===== src/sv/lcdns_pkg.sv =====
`timescale 1ns / 1ps
// Package for the character-LCD nibble sequencer: payload and job types,
// LCD command constants and the step-table functions. No dependencies.
package lcdns_pkg;

   // Payload of the request and response channels
   typedef struct packed {
      logic [2:0] cmd;
      logic [7:0] value;
      logic [5:0] column;
      logic [1:0] row;
   } req_type;

   localparam int unsigned WAIT_W = 15;

   typedef struct packed {
      logic              reg_select;
      logic [3:0]        nibble;
      logic              strobe_res;
      logic [WAIT_W-1:0] wait_us;
      logic              last;
   } rsp_type;

   // Request kinds
   localparam logic [2:0] CMD_INIT   = 3'd0;
   localparam logic [2:0] CMD_CHAR   = 3'd1;
   localparam logic [2:0] CMD_BYTE   = 3'd2;
   localparam logic [2:0] CMD_SETPOS = 3'd3;
   localparam logic [2:0] CMD_CLEAR  = 3'd4;

   localparam logic [1:0] ROW_TOP    = 2'd0;
   localparam logic [1:0] ROW_BOTTOM = 2'd1;

   // Register port
   localparam int unsigned CSR_AW = 2;
   localparam int unsigned CSR_DW = 32;
   localparam logic [CSR_AW-1:0] CSR_ADDR_NEWLINE = 2'd0;

   // LCD bytes and nibbles
   localparam logic [7:0] LCD_FUNC_SET   = 8'h28;
   localparam logic [7:0] LCD_DISP_OFF   = 8'h08;
   localparam logic [7:0] LCD_CLEAR      = 8'h01;
   localparam logic [7:0] LCD_ENTRY_MODE = 8'h06;
   localparam logic [7:0] LCD_HOME_ADDR  = 8'h80;
   localparam logic [7:0] LCD_DISP_ON    = 8'h0E;
   localparam logic [6:0] LCD_ROW1_BASE  = 7'h40;
   localparam logic [7:0] LCD_NL_ADDR    = 8'hC0;
   localparam logic [7:0] CHAR_NEWLINE   = 8'h0A;
   localparam logic [3:0] NIB_WAKE       = 4'h3;
   localparam logic [3:0] NIB_FOUR_BIT   = 4'h2;

   // Extra wait after the last nibble of a byte
   localparam int unsigned EXTRA_W = 11;
   localparam logic [EXTRA_W-1:0] EXTRA_NONE  = 11'd0;
   localparam logic [EXTRA_W-1:0] EXTRA_POS   = 11'd40;
   localparam logic [EXTRA_W-1:0] EXTRA_CMD   = 11'd100;
   localparam logic [EXTRA_W-1:0] EXTRA_CLEAR = 11'd2000;

   localparam logic [WAIT_W-1:0] WAIT_ROW_SKIP = 15'd40;

   // Init sequence shape
   localparam int unsigned INIT_PRE_STEPS = 5;
   localparam int unsigned INIT_BYTES     = 6;

   // Byte phases
   localparam logic [1:0] PH_SETUP = 2'd0;
   localparam logic [1:0] PH_HIGH  = 2'd1;
   localparam logic [1:0] PH_LOW   = 2'd2;

   // Queue between front and back
   localparam int unsigned QUEUE_DEPTH = 2;
   localparam int unsigned QUEUE_AW    = (QUEUE_DEPTH > 1) ? $clog2(QUEUE_DEPTH) : 1;
   localparam int unsigned QUEUE_CW    = $clog2(QUEUE_DEPTH + 1);

   typedef enum logic [1:0] {
      JOB_INIT = 2'd0,
      JOB_BYTE = 2'd1,
      JOB_WAIT = 2'd2
   } job_kind_type;

   typedef struct packed {
      job_kind_type       kind;
      logic               rs;
      logic [7:0]         data;
      logic [EXTRA_W-1:0] extra;
   } job_type;

   // One step of a byte transfer
   function automatic rsp_type byte_step(logic rs, logic [7:0] data,
                                         logic [EXTRA_W-1:0] extra, logic [1:0] phase);
      rsp_type           s;
      logic [WAIT_W-1:0] gap;
      gap          = rs ? WAIT_W'(30) : WAIT_W'(100);
      s.reg_select = rs;
      s.last       = 1'b0;
      case (phase)
         PH_SETUP: begin
            s.nibble     = 4'h0;
            s.strobe_res = 1'b0;
            s.wait_us    = rs ? WAIT_W'(5) : WAIT_W'(10);
         end
         PH_HIGH: begin
            s.nibble     = data[7:4];
            s.strobe_res = 1'b1;
            s.wait_us    = gap;
         end
         default: begin
            s.nibble     = data[3:0];
            s.strobe_res = 1'b1;
            s.wait_us    = gap + WAIT_W'(extra);
         end
      endcase
      return s;
   endfunction

   // Power-up wake steps ahead of the init command bytes
   function automatic rsp_type pre_step(logic [2:0] idx);
      rsp_type s;
      s.reg_select = 1'b0;
      s.last       = 1'b0;
      s.strobe_res = 1'b1;
      case (idx)
         3'd0: begin
            s.nibble     = 4'h0;
            s.strobe_res = 1'b0;
            s.wait_us    = WAIT_W'(30000);
         end
         3'd1: begin
            s.nibble  = NIB_WAKE;
            s.wait_us = WAIT_W'(6000);
         end
         3'd2: begin
            s.nibble  = NIB_WAKE;
            s.wait_us = WAIT_W'(150);
         end
         3'd3: begin
            s.nibble  = NIB_WAKE;
            s.wait_us = WAIT_W'(100);
         end
         default: begin
            s.nibble  = NIB_FOUR_BIT;
            s.wait_us = WAIT_W'(100);
         end
      endcase
      return s;
   endfunction

   function automatic logic [7:0] init_byte(logic [2:0] k);
      logic [7:0] b;
      case (k)
         3'd0:    b = LCD_FUNC_SET;
         3'd1:    b = LCD_DISP_OFF;
         3'd2:    b = LCD_CLEAR;
         3'd3:    b = LCD_ENTRY_MODE;
         3'd4:    b = LCD_HOME_ADDR;
         default: b = LCD_DISP_ON;
      endcase
      return b;
   endfunction

   function automatic logic [EXTRA_W-1:0] init_extra(logic [2:0] k);
      return (k == 3'd2) ? EXTRA_CLEAR : EXTRA_CMD;
   endfunction

endpackage


===== src/sv/lcdns_front.sv =====
`timescale 1ns / 1ps
// Front end: accepts requests, classifies them into jobs, holds the
// newline register and its APB-style port. Uses lcdns_pkg.
module lcdns_front import lcdns_pkg::*; (
   input  logic              clock,
   input  logic              reset,
   input  logic              req_valid,
   output logic              req_ready,
   input  req_type           req_data,
   input  logic              csr_psel,
   input  logic              csr_penable,
   input  logic              csr_pwrite,
   input  logic [CSR_AW-1:0] csr_paddr,
   input  logic [CSR_DW-1:0] csr_pwdata,
   output logic [CSR_DW-1:0] csr_prdata,
   output logic              csr_pready,
   input  logic              q_full,
   output logic              q_push,
   output job_type           q_job
);

   logic newline_ff;
   logic newline_in;
   logic known;

   assign req_ready  = ~q_full;
   assign csr_pready = 1'b1;
   assign csr_prdata = (csr_paddr == CSR_ADDR_NEWLINE) ? CSR_DW'(newline_ff) : '0;

   always_comb begin
      newline_in = newline_ff;
      if (csr_psel && csr_penable && csr_pwrite && (csr_paddr == CSR_ADDR_NEWLINE)) begin
         newline_in = csr_pwdata[0];
      end
   end

   always_ff @(posedge clock) begin
      if (reset) begin
         newline_ff <= 1'b1;
      end else begin
         newline_ff <= newline_in;
      end
   end

   // Classify
   always_comb begin
      known       = 1'b1;
      q_job.kind  = JOB_BYTE;
      q_job.rs    = 1'b0;
      q_job.data  = req_data.value;
      q_job.extra = EXTRA_NONE;
      unique case (req_data.cmd)
         CMD_INIT: begin
            q_job.kind = JOB_INIT;
         end
         CMD_CHAR: begin
            if (req_data.value == CHAR_NEWLINE && newline_ff) begin
               q_job.data  = LCD_NL_ADDR;
               q_job.extra = EXTRA_POS;
            end else begin
               q_job.rs = 1'b1;
            end
         end
         CMD_BYTE: begin
         end
         CMD_SETPOS: begin
            q_job.extra = EXTRA_POS;
            case (req_data.row)
               ROW_TOP:    q_job.data = {2'b10, req_data.column};
               ROW_BOTTOM: q_job.data = {1'b1, 7'(LCD_ROW1_BASE + {1'b0, req_data.column})};
               default:    q_job.kind = JOB_WAIT;
            endcase
         end
         CMD_CLEAR: begin
            q_job.data  = LCD_CLEAR;
            q_job.extra = EXTRA_CLEAR;
         end
         default: begin
            known = 1'b0;
         end
      endcase
   end

   // Drop unknown kinds: accept them but queue nothing
   assign q_push = req_valid & req_ready & known;

endmodule


===== src/sv/lcdns_queue.sv =====
`timescale 1ns / 1ps
// Short job queue between front and back end.
// Uses lcdns_pkg for the job type and depth.
module lcdns_queue import lcdns_pkg::*; (
   input  logic    clock,
   input  logic    reset,
   input  logic    push,
   input  job_type push_job,
   input  logic    pop,
   output job_type head_job,
   output logic    empty,
   output logic    full
);

   job_type               mem_ff [QUEUE_DEPTH];
   logic [QUEUE_AW-1:0]   wr_ptr_ff, wr_ptr_in;
   logic [QUEUE_AW-1:0]   rd_ptr_ff, rd_ptr_in;
   logic [QUEUE_CW-1:0]   count_ff, count_in;
   logic                  do_push, do_pop;

   assign empty    = (count_ff == '0);
   assign full     = (count_ff == QUEUE_CW'(QUEUE_DEPTH));
   assign head_job = mem_ff[rd_ptr_ff];
   assign do_push  = push & ~full;
   assign do_pop   = pop & ~empty;

   always_comb begin
      wr_ptr_in = wr_ptr_ff;
      rd_ptr_in = rd_ptr_ff;
      count_in  = count_ff;
      if (do_push) begin
         wr_ptr_in = (wr_ptr_ff == QUEUE_AW'(QUEUE_DEPTH - 1)) ? '0 : wr_ptr_ff + 1'b1;
      end
      if (do_pop) begin
         rd_ptr_in = (rd_ptr_ff == QUEUE_AW'(QUEUE_DEPTH - 1)) ? '0 : rd_ptr_ff + 1'b1;
      end
      if (do_push && !do_pop) begin
         count_in = count_ff + 1'b1;
      end else if (do_pop && !do_push) begin
         count_in = count_ff - 1'b1;
      end
   end

   always_ff @(posedge clock) begin
      if (reset) begin
         wr_ptr_ff <= '0;
         rd_ptr_ff <= '0;
         count_ff  <= '0;
      end else begin
         wr_ptr_ff <= wr_ptr_in;
         rd_ptr_ff <= rd_ptr_in;
         count_ff  <= count_in;
      end
   end

   always_ff @(posedge clock) begin
      if (do_push) begin
         mem_ff[wr_ptr_ff] <= push_job;
      end
   end

endmodule


===== src/sv/lcdns_back.sv =====
`timescale 1ns / 1ps
// Back end: step sequencer that expands jobs into timed bus steps and
// drives the response register. Uses lcdns_pkg.
module lcdns_back import lcdns_pkg::*; (
   input  logic    clock,
   input  logic    reset,
   input  job_type q_job,
   input  logic    q_empty,
   output logic    q_pop,
   output logic    rsp_valid,
   input  logic    rsp_ready,
   output rsp_type rsp_data
);

   typedef enum logic [3:0] {
      ST_IDLE = 4'b0001,
      ST_PRE  = 4'b0010,
      ST_BYTE = 4'b0100,
      ST_WAIT = 4'b1000
   } state_type;

   state_type  state_ff, state_in;
   job_type    job_ff, job_in;
   logic [1:0] phase_ff, phase_in;
   logic [2:0] pre_ff, pre_in;
   logic [2:0] init_k_ff, init_k_in;
   logic       init_mode_ff, init_mode_in;
   logic       rs_level_ff, rs_level_in;
   logic       rsp_valid_ff, rsp_valid_in;
   rsp_type    rsp_ff, rsp_in;
   logic       slot_free;
   logic       more_init;
   rsp_type    step;

   assign slot_free = ~rsp_valid_ff | rsp_ready;
   assign more_init = init_mode_ff & (init_k_ff != 3'(INIT_BYTES - 1));
   assign rsp_valid = rsp_valid_ff;
   assign rsp_data  = rsp_ff;

   always_comb begin
      state_in     = state_ff;
      job_in       = job_ff;
      phase_in     = phase_ff;
      pre_in       = pre_ff;
      init_k_in    = init_k_ff;
      init_mode_in = init_mode_ff;
      rs_level_in  = rs_level_ff;
      rsp_valid_in = rsp_valid_ff & ~rsp_ready;
      rsp_in       = rsp_ff;
      q_pop        = 1'b0;
      step         = byte_step(job_ff.rs, job_ff.data, job_ff.extra, phase_ff);
      unique case (state_ff)
         ST_IDLE: begin
            if (!q_empty) begin
               q_pop     = 1'b1;
               job_in    = q_job;
               phase_in  = PH_SETUP;
               init_k_in = '0;
               pre_in    = '0;
               case (q_job.kind)
                  JOB_INIT: begin
                     state_in     = ST_PRE;
                     init_mode_in = 1'b1;
                  end
                  JOB_BYTE: begin
                     state_in     = ST_BYTE;
                     init_mode_in = 1'b0;
                  end
                  default: begin
                     state_in     = ST_WAIT;
                     init_mode_in = 1'b0;
                  end
               endcase
            end
         end
         ST_PRE: begin
            if (slot_free) begin
               rsp_in       = pre_step(pre_ff);
               rsp_valid_in = 1'b1;
               rs_level_in  = 1'b0;
               if (pre_ff == 3'(INIT_PRE_STEPS - 1)) begin
                  state_in     = ST_BYTE;
                  job_in.rs    = 1'b0;
                  job_in.data  = init_byte('0);
                  job_in.extra = init_extra('0);
               end else begin
                  pre_in = pre_ff + 1'b1;
               end
            end
         end
         ST_BYTE: begin
            if (slot_free) begin
               step.last    = (phase_ff == PH_LOW) & ~more_init;
               rsp_in       = step;
               rsp_valid_in = 1'b1;
               rs_level_in  = job_ff.rs;
               if (phase_ff == PH_LOW) begin
                  phase_in = PH_SETUP;
                  if (more_init) begin
                     // chain to the next init command byte
                     init_k_in    = init_k_ff + 1'b1;
                     job_in.data  = init_byte(init_k_ff + 1'b1);
                     job_in.extra = init_extra(init_k_ff + 1'b1);
                  end else begin
                     state_in = ST_IDLE;
                  end
               end else begin
                  phase_in = phase_ff + 1'b1;
               end
            end
         end
         ST_WAIT: begin
            if (slot_free) begin
               rsp_in.reg_select = rs_level_ff;
               rsp_in.nibble     = 4'h0;
               rsp_in.strobe_res = 1'b0;
               rsp_in.wait_us    = WAIT_ROW_SKIP;
               rsp_in.last       = 1'b1;
               rsp_valid_in      = 1'b1;
               state_in          = ST_IDLE;
            end
         end
         default: begin
            state_in = ST_IDLE;
         end
      endcase
   end

   always_ff @(posedge clock) begin
      if (reset) begin
         state_ff     <= ST_IDLE;
         phase_ff     <= PH_SETUP;
         pre_ff       <= '0;
         init_k_ff    <= '0;
         init_mode_ff <= 1'b0;
         rs_level_ff  <= 1'b0;
         rsp_valid_ff <= 1'b0;
      end else begin
         state_ff     <= state_in;
         phase_ff     <= phase_in;
         pre_ff       <= pre_in;
         init_k_ff    <= init_k_in;
         init_mode_ff <= init_mode_in;
         rs_level_ff  <= rs_level_in;
         rsp_valid_ff <= rsp_valid_in;
      end
   end

   always_ff @(posedge clock) begin
      job_ff <= job_in;
      rsp_ff <= rsp_in;
   end

endmodule


===== src/sv/char_lcd_nibble_sequencer_top.sv =====
`timescale 1ns / 1ps
// Character-LCD 4-bit bus sequencer, top level. Depends on lcdns_pkg,
// lcdns_front, lcdns_queue and lcdns_back.
// A request's job passes the queue and the back end's job register; its steps then show on rsp
// from the response register. Throughput: one step per cycle once running, while rsp_ready
// keeps the output free; each request's job is first fetched from the queue in the idle state.
// The back-end step sequencer sets that rate; the front stops accepting while two jobs wait.
// Reset (synchronous): newline register to 1, RS level to instruction, queue and output empty.
module char_lcd_nibble_sequencer_top import lcdns_pkg::*; (
   input  logic              clock,
   input  logic              reset,
   // request channel
   input  logic              req_valid,
   output logic              req_ready,
   input  req_type           req_data,
   // step channel
   output logic              rsp_valid,
   input  logic              rsp_ready,
   output rsp_type           rsp_data,
   // register port
   input  logic              csr_psel,
   input  logic              csr_penable,
   input  logic              csr_pwrite,
   input  logic [CSR_AW-1:0] csr_paddr,
   input  logic [CSR_DW-1:0] csr_pwdata,
   output logic [CSR_DW-1:0] csr_prdata,
   output logic              csr_pready
);

   // Job handoff between front and back
   logic    q_push;
   logic    q_full;
   logic    q_empty;
   logic    q_pop;
   job_type push_job;
   job_type head_job;

   // Classify requests; unknown kinds are taken and dropped here
   lcdns_front u_front (
      .clock       (clock),
      .reset       (reset),
      .req_valid   (req_valid),
      .req_ready   (req_ready),
      .req_data    (req_data),
      .csr_psel    (csr_psel),
      .csr_penable (csr_penable),
      .csr_pwrite  (csr_pwrite),
      .csr_paddr   (csr_paddr),
      .csr_pwdata  (csr_pwdata),
      .csr_prdata  (csr_prdata),
      .csr_pready  (csr_pready),
      .q_full      (q_full),
      .q_push      (q_push),
      .q_job       (push_job)
   );

   // Hold jobs so the front waits on a slow display sequence only when the queue is full
   lcdns_queue u_queue (
      .clock    (clock),
      .reset    (reset),
      .push     (q_push),
      .push_job (push_job),
      .pop      (q_pop),
      .head_job (head_job),
      .empty    (q_empty),
      .full     (q_full)
   );

   // Expand each job into its bus steps and drive the registered output
   lcdns_back u_back (
      .clock     (clock),
      .reset     (reset),
      .q_job     (head_job),
      .q_empty   (q_empty),
      .q_pop     (q_pop),
      .rsp_valid (rsp_valid),
      .rsp_ready (rsp_ready),
      .rsp_data  (rsp_data)
   );

endmodule


===== config.mk =====
export PLATFORM = sky130hd
export DESIGN_NAME = char_lcd_nibble_sequencer_top
export DESIGN_NICKNAME = d
export VERILOG_FILES = /design/src/sv/lcdns_pkg.sv /design/src/sv/lcdns_front.sv /design/src/sv/lcdns_queue.sv /design/src/sv/lcdns_back.sv /design/src/sv/char_lcd_nibble_sequencer_top.sv
export SDC_FILE = /design/constraint.sdc
export NUM_CORES = 1
export LEC_CHECK = 0
export BUFFER_PORTS_ARGS = -buffer_cell sky130_fd_sc_hd__buf_2
export CAP_MARGIN = 25
export CELL_PAD_IN_SITES_DETAIL_PLACEMENT = 0
export CELL_PAD_IN_SITES_GLOBAL_PLACEMENT = 1
export CORE_MARGIN = 2
export CORE_UTILIZATION = 44
export CTS_CLUSTER_DIAMETER = 150
export DETAILED_ROUTE_END_ITERATION = 10
export PLACE_DENSITY = 0.92
export SYNTH_ARGS = -nofsm -noshare
export SYNTH_HDL_FRONTEND = slang
export SYNTH_SLANG_ARGS = --single-unit

===== constraint.sdc =====
create_clock -name clock -period 7.2 [get_ports clock]
set_input_delay 1.08 -clock clock [delete_from_list [all_inputs] [get_ports clock]]
set_output_delay 1.08 -clock clock [all_outputs]
set_load 0.05 [all_outputs]

# Word level (Yosys, flattened, before mapping)
# Memory sizes are Yosys's and may differ from the RTL's. A register that Yosys moved wholly into a read port is not among the register bits.
# Cells that the tools add are included.
# W data, S select, Z words.
# word_totals
word_cells	175
n_memories	1
output_inout_bits	57
inputBits	60
ram_bits	44
register_bits	62
# memory_table
name	depth	word_bits	read_ports	rd_clocked_by_memory_dff	write_ports	line_no	rtl
u_queue.mem_ff	2	22	1	1	1	lcdns_queue.sv:15	job_type mem_ff [QUEUE_DEPTH];
# op_classes
n_mux	66
n_addsub	9
eq_ne	32
n_bitwise	13
n_reduce_logical	35
# ops
operator	count
$pmux W19 S3	2
$mux W19	4
$mux W22	3
$pmux W22 S3	1
$mux W20	3
$pmux W15 S3	1
$pmux W20 S2	1
$pmux W8 S5	1
$mux W4	8
$eq A3 B2 Y1 const B	6
$mux W1	18
$mux W3	6
$pmux W4 S4	1
$pmux W8 S2	1
$add A15 B11 Y15	1
$reduce_and A7 Y1	2
$mux W2	6
$ne A2 B1 Y1 const B	6
$pmux W2 S2	3
$pmux W3 S2	2
$reduce_and A4 Y1	3
$mux W11	1
$logic_not A2 Y1	5
$eq A3 B1 Y1 const B	3
other kinds (32)	67

# Longest topological paths before layout
# logic_depth
depth_word	9
mapped_depth	8
ltp_nobuf	7

# By module
# A second synthesis with hierarchy kept.
# hier_totals
hier_cells	485
area_unflattened_um2	5579.1
# by_module_without_submodules
module	cells_per_inst	instances	area_each_um2	seq_area_each_um2
lcdns_back	295	1	3060.4	1531.5
lcdns_queue	93	1	1796.7	1421.4
lcdns_front	97	1	721.9	20.0

# Worst setup path before layout
# No wires, ideal clock.
# synth_path
kind	input to register
start	in rsp_ready
end	reg u_back.job_ff[11] (netlist name), enable pin
cell_stages	5
t_required_ns	6.796
n_path_buf	1
arrival_ns	2.691
setup_slack_ns	4.105
setup_ns	0.404
cell_sequence	nor2b_1 > clkbuf_1 > o21ai_0 > nand2_1 > a211oi_1
# synth_via
elab_chain_cells	3
elab_cells_between_ends	4
cone_classes	eq/ne: 2; bitwise: 1; reduce/logical: 1
# synth_lines
item	line_no	rtl
start, declared	char_lcd_nibble_sequencer_top.sv:18	input logic rsp_ready,
$or A1 B1 Y1 (*)	lcdns_back.sv:35	assign slot_free = ~rsp_valid_ff | rsp_ready;
$ne A2 B1 Y1 (no source line)	-	
$reduce_and A7 Y1 (no source line) (*)	-	
end signal, assigned	lcdns_back.sv:150	job_ff <= job_in;
end, declared	lcdns_back.sv:23	job_type job_ff, job_in;
# Every way passes the cells marked *; elsewhere a longest branch is shown, timed or not.
# A chain may end at the register's enable or synchronous reset.

# Worst setup path in the final report
# layout_path
start	in csr_paddr[1]
end	out csr_prdata[0]
# layout_via
elab_chain_cells	2
# layout_lines
item	line_no	rtl
start, declared	char_lcd_nibble_sequencer_top.sv:24	input logic [CSR_AW-1:0] csr_paddr,
$logic_not A2 Y1	lcdns_front.sv:28	assign csr_prdata = (csr_paddr == CSR_ADDR_NEWLINE) ? CSR_DW'(newline_ff) : '0;
$mux W1	lcdns_front.sv:28	
end, declared	char_lcd_nibble_sequencer_top.sv:26	output logic [CSR_DW-1:0] csr_prdata,
# No other way between the ends.

==> impl_metrics.toml <==
[route]
wirelength_mm = 7.72
met3WireLength_um = 436
wl_per_cell_um = 13.1
met2_length_mm = 3.75
drc = 0
vias_per_cell = 4.98
final_antenna_net_count = 0
first_iter_violations = 180
dr.max_layer_used = "met4"
vias = 2926
dr.pass1.iters = 4
met1Wirelength_mm = 3.43

[power_and_ir_drop]
clkPwrFrac = 0.211
seq_power_share = 0.427
switching_power_mw = 0.594
switching_share = 0.361
vdd_drop_max_mv = 0.125
p_comb_frac = 0.363
finalPower_mw = 1.64
leakage_nw = 1.87
p_per_area_nw_per_um2 = 338
intPower_mw = 1.05

[timing]
finalSetupTns_ns = 0
fin_skew_ns = 0.00785
max_freq_ghz = 0.364
rsz0062_at_grt = "no"
period_share = 0.382
setup_viol = 0
max_slew_margin = 0.438
tightest_slew_ns = 0.841
hold_viol = 0
period_minus_slack_ns = 2.75
final_max_slew_viol_count = 0
setup_slack_ns = 4.45

[synthesis]
syn_area_per_cell_um2 = 11.0
synth_area_um2 = 4390
synthCells = 400
synth_compound_area_frac = 0.129
yosys_warnings = 0
synth-simple-area-share = 0.151
synth-edff-count = 61
ys_seq_elements = 82
synthAdderAreaFrac = 0.0530
synth_mux_area_frac = 0.0462
ys.flop_type = "edfxtp_1"
synthXorXnorAreaFrac = 0.0200
synth_top_family_by_area = "simple AND/OR/NAND/NOR gates"
yosysSeqAreaShare = 0.513
synth_cell_types = 63
async_reset_ff_frac = 0

[worst_setup_path]
r2r-start = "u_back.state_ff[0]"
worstPathCellList = "buf_2 > nor2_1 > and2_1 > buf_2"
critPathSlowestCell = "buf_2"
crit_start = "csr_paddr[1]"
reg2reg_depth = 6
max_stage_delay_ns = 0.25
critPathKind = "input port to output port"
crit_path_frequent_cell = "buf_2"
crit_required_ns = 6.12
rrSetupSlack_ns = 4.96
arrival_ns = 1.67
critPathCaptureType = "output port"
reg2reg_to = "u_queue.count_ff[1]"
crit_path_max_fanout = 2
worstSetupStartpointType = "input port"

[clock_network]
tritoncts = "built"
cts_sinks = 82
cts_buffers = 9
cts_hold_buffers = 0
cts_buffer_depth = 2
postCtsSetupRepairBufs = 0
clockRootBuffer = "clkbuf_8"
cts.clk_slew.worst_paths_ns = 0.07
ctsResizeCount = 0
worst_skew_pair.late_latency_ns = 0.34
htreeDepth = 3

[run]
maxCapViolCount = 0

[hold_path]
hold_depth = 2
min-delay-path-class = "flip-flop to flip-flop"
holdPathEnd = "u_back.init_mode_ff"
min_from = "u_back.init_mode_ff"

[grt]
grt_first_pass_wirelength_mm = 12.7
gr-total-overflow = 0
grt_util_all_layers = 0.144
grt_max_degree = 23
antenna_found_initial = 0
grt_pass1_vias = 2737

[floorplan]
die_y_um = 104
die_area_um2 = 10800
die_x_um = 104
num_rows = 36
core_um2 = 9730
start_util = 0.451
io_pins = 117

[placed_design]
pre_cts_ws_ns = 4.18
post-place-cells = 569
globalplace.congestion = 0.857
dp_hpwl_mm = 5.77
place_area_um2 = 4630
port-buffer-count = 53

[layout]
stdcell_count = 588
antenna-diode-count = 0
area_delta_synth_final_pct = 11.0
drive_gt1_frac = 0.198
fin_area_um2 = 4870
fin_nets = 528
fillers = 903

[run_status]
status = "completed"
==> registers in the layout (all words and copies together) (netlist names), named ones only <==
register	flops
u_back.job_ff	14
u_back.init_mode_ff	1
u_back.rs_level_ff	1
u_back.rsp_data	21
u_back.pre_ff	3
u_back.init_k_ff	3
u_queue.rd_ptr_ff	1
u_queue.mem_ff	26
u_queue.wr_ptr_ff	1
u_back.phase_ff	2
u_front.newline_ff	1
u_back.state_ff	4
u_queue.count_ff	2
u_back.rsp_valid	1
==> power by group through the flow <==
stage / registers (mW) / logic (mW) / clock network, mW
final: 0.701 / 0.596 / 0.347
after CTS: 0.703 / 0.592 / 0.355
after detailed placement: 0.714 / 0.590 / 0
after global placement: 0.709 / 0.577 / 0
after floorplan: 0.732 / 0.471 / 0
after global routing: 0.714 / 0.650 / 0.375
==> synth_stat cells (3+ instances only) <==
cell type,instances,area [µm²]
a211oi_1,5,37.5
a21oi_1,20,100
a221o_1,3,30.0
a22o_1,5,43.8
a22oi_1,7,52.6
buf_4,33,248
clkbuf_1,13,48.8
dfxtp_1,21,420
edfxtp_1,61,1830
ha_1,17,213
inv_1,13,48.8
mux2i_1,18,180
nand2_1,23,86.3
nand2b_1,9,56.3
nand3_1,6,30.0
nor2_1,41,154
nor2b_1,6,37.5
nor3_1,4,20.0
nor3b_1,3,22.5
o21ai_0,24,120
o22ai_1,4,25.0
or3_1,3,18.8
xnor2_1,5,43.8
xor2_1,5,43.8
==> layer usage <==
layer,vias to the layer above,GRT usage
met5,-,0
li1,1481,-
met2,90,0.248
met3,8,0.0320
met1,1347,0.184
met4,0,0.0386
==> layout by cell type, fill, tap and decap left out, drive strengths merged, types with 6 or more instances in the layout <==
master  synthesis  routed
buf            37      59
dfxtp          21      21
edfxtp         61      61
a21oi          20      20
nand3           6       6
a211oi          6       6
a22oi           7       7
nand2          23      23
ha             17      17
nor2           43      43
inv            14      14
nor2b           6       6
mux2i          18      18
o21ai          25      25
conb            2      32
nand2b          9       9
clkbuf         13      11
==> worst max path at each step <==
| stage | end | slack [ns] | cells past startpoint |
|---|---|---|---|
| 6_report | csr_prdata[0] | 4.45 | 4 |
| 5_1_grt | csr_prdata[0] | 4.39 | 4 |
| 4_1_cts | csr_prdata[0] | 4.44 | 4 |
| 3_5_place_dp | u_queue.mem_ff[1][13] | 4.18 | 6 |
| 3_3_place_gp | u_queue.mem_ff[0][13] | 4.19 | 6 |
| 2_1_floorplan | u_back.job_ff[11] | 4.10 | 5 |
==> logic make-up after synthesis <==
group | count (synthesis)
muxes | 20
DFF | 82
AOI/OAI and AO/OA | 86
adders and majority gates | 18
other | 2
xor gates and xnor gates | 10
and+or+nand+nor | 118
buffers and inverters | 64
==> per-stage QoR <==
stage / hold slack, ns / util
floorplan: 0.432 / -
global placement: 0.445 / 0.476
detailed placement: 0.446 / 0.476
CTS: 0.457 / 0.498
global route: 0.493 / 0.501
finish: 0.451 / 0.501
==> worst max-delay path, delay by kind of cell <==
kind | cells | cell delay (ns)
buf+inv | 2 | 0.34
simple gates | 2 | 0.24
==> layout make-up <==
type / instances / area [µm²] / share of cell area
clock inverter: 5 / 78.8 / 0.0162
multi-input combinational: 284 / 1870 / 0.384
inverter: 14 / 52.6 / 0.0108
timing repair buffer: 59 / 318 / 0.0652
clock buffer: 11 / 131 / 0.0270
tap: 133 / 166 / 0.0342
sequential: 82 / 2250 / 0.462
Power figures use the tool's default switching activity.
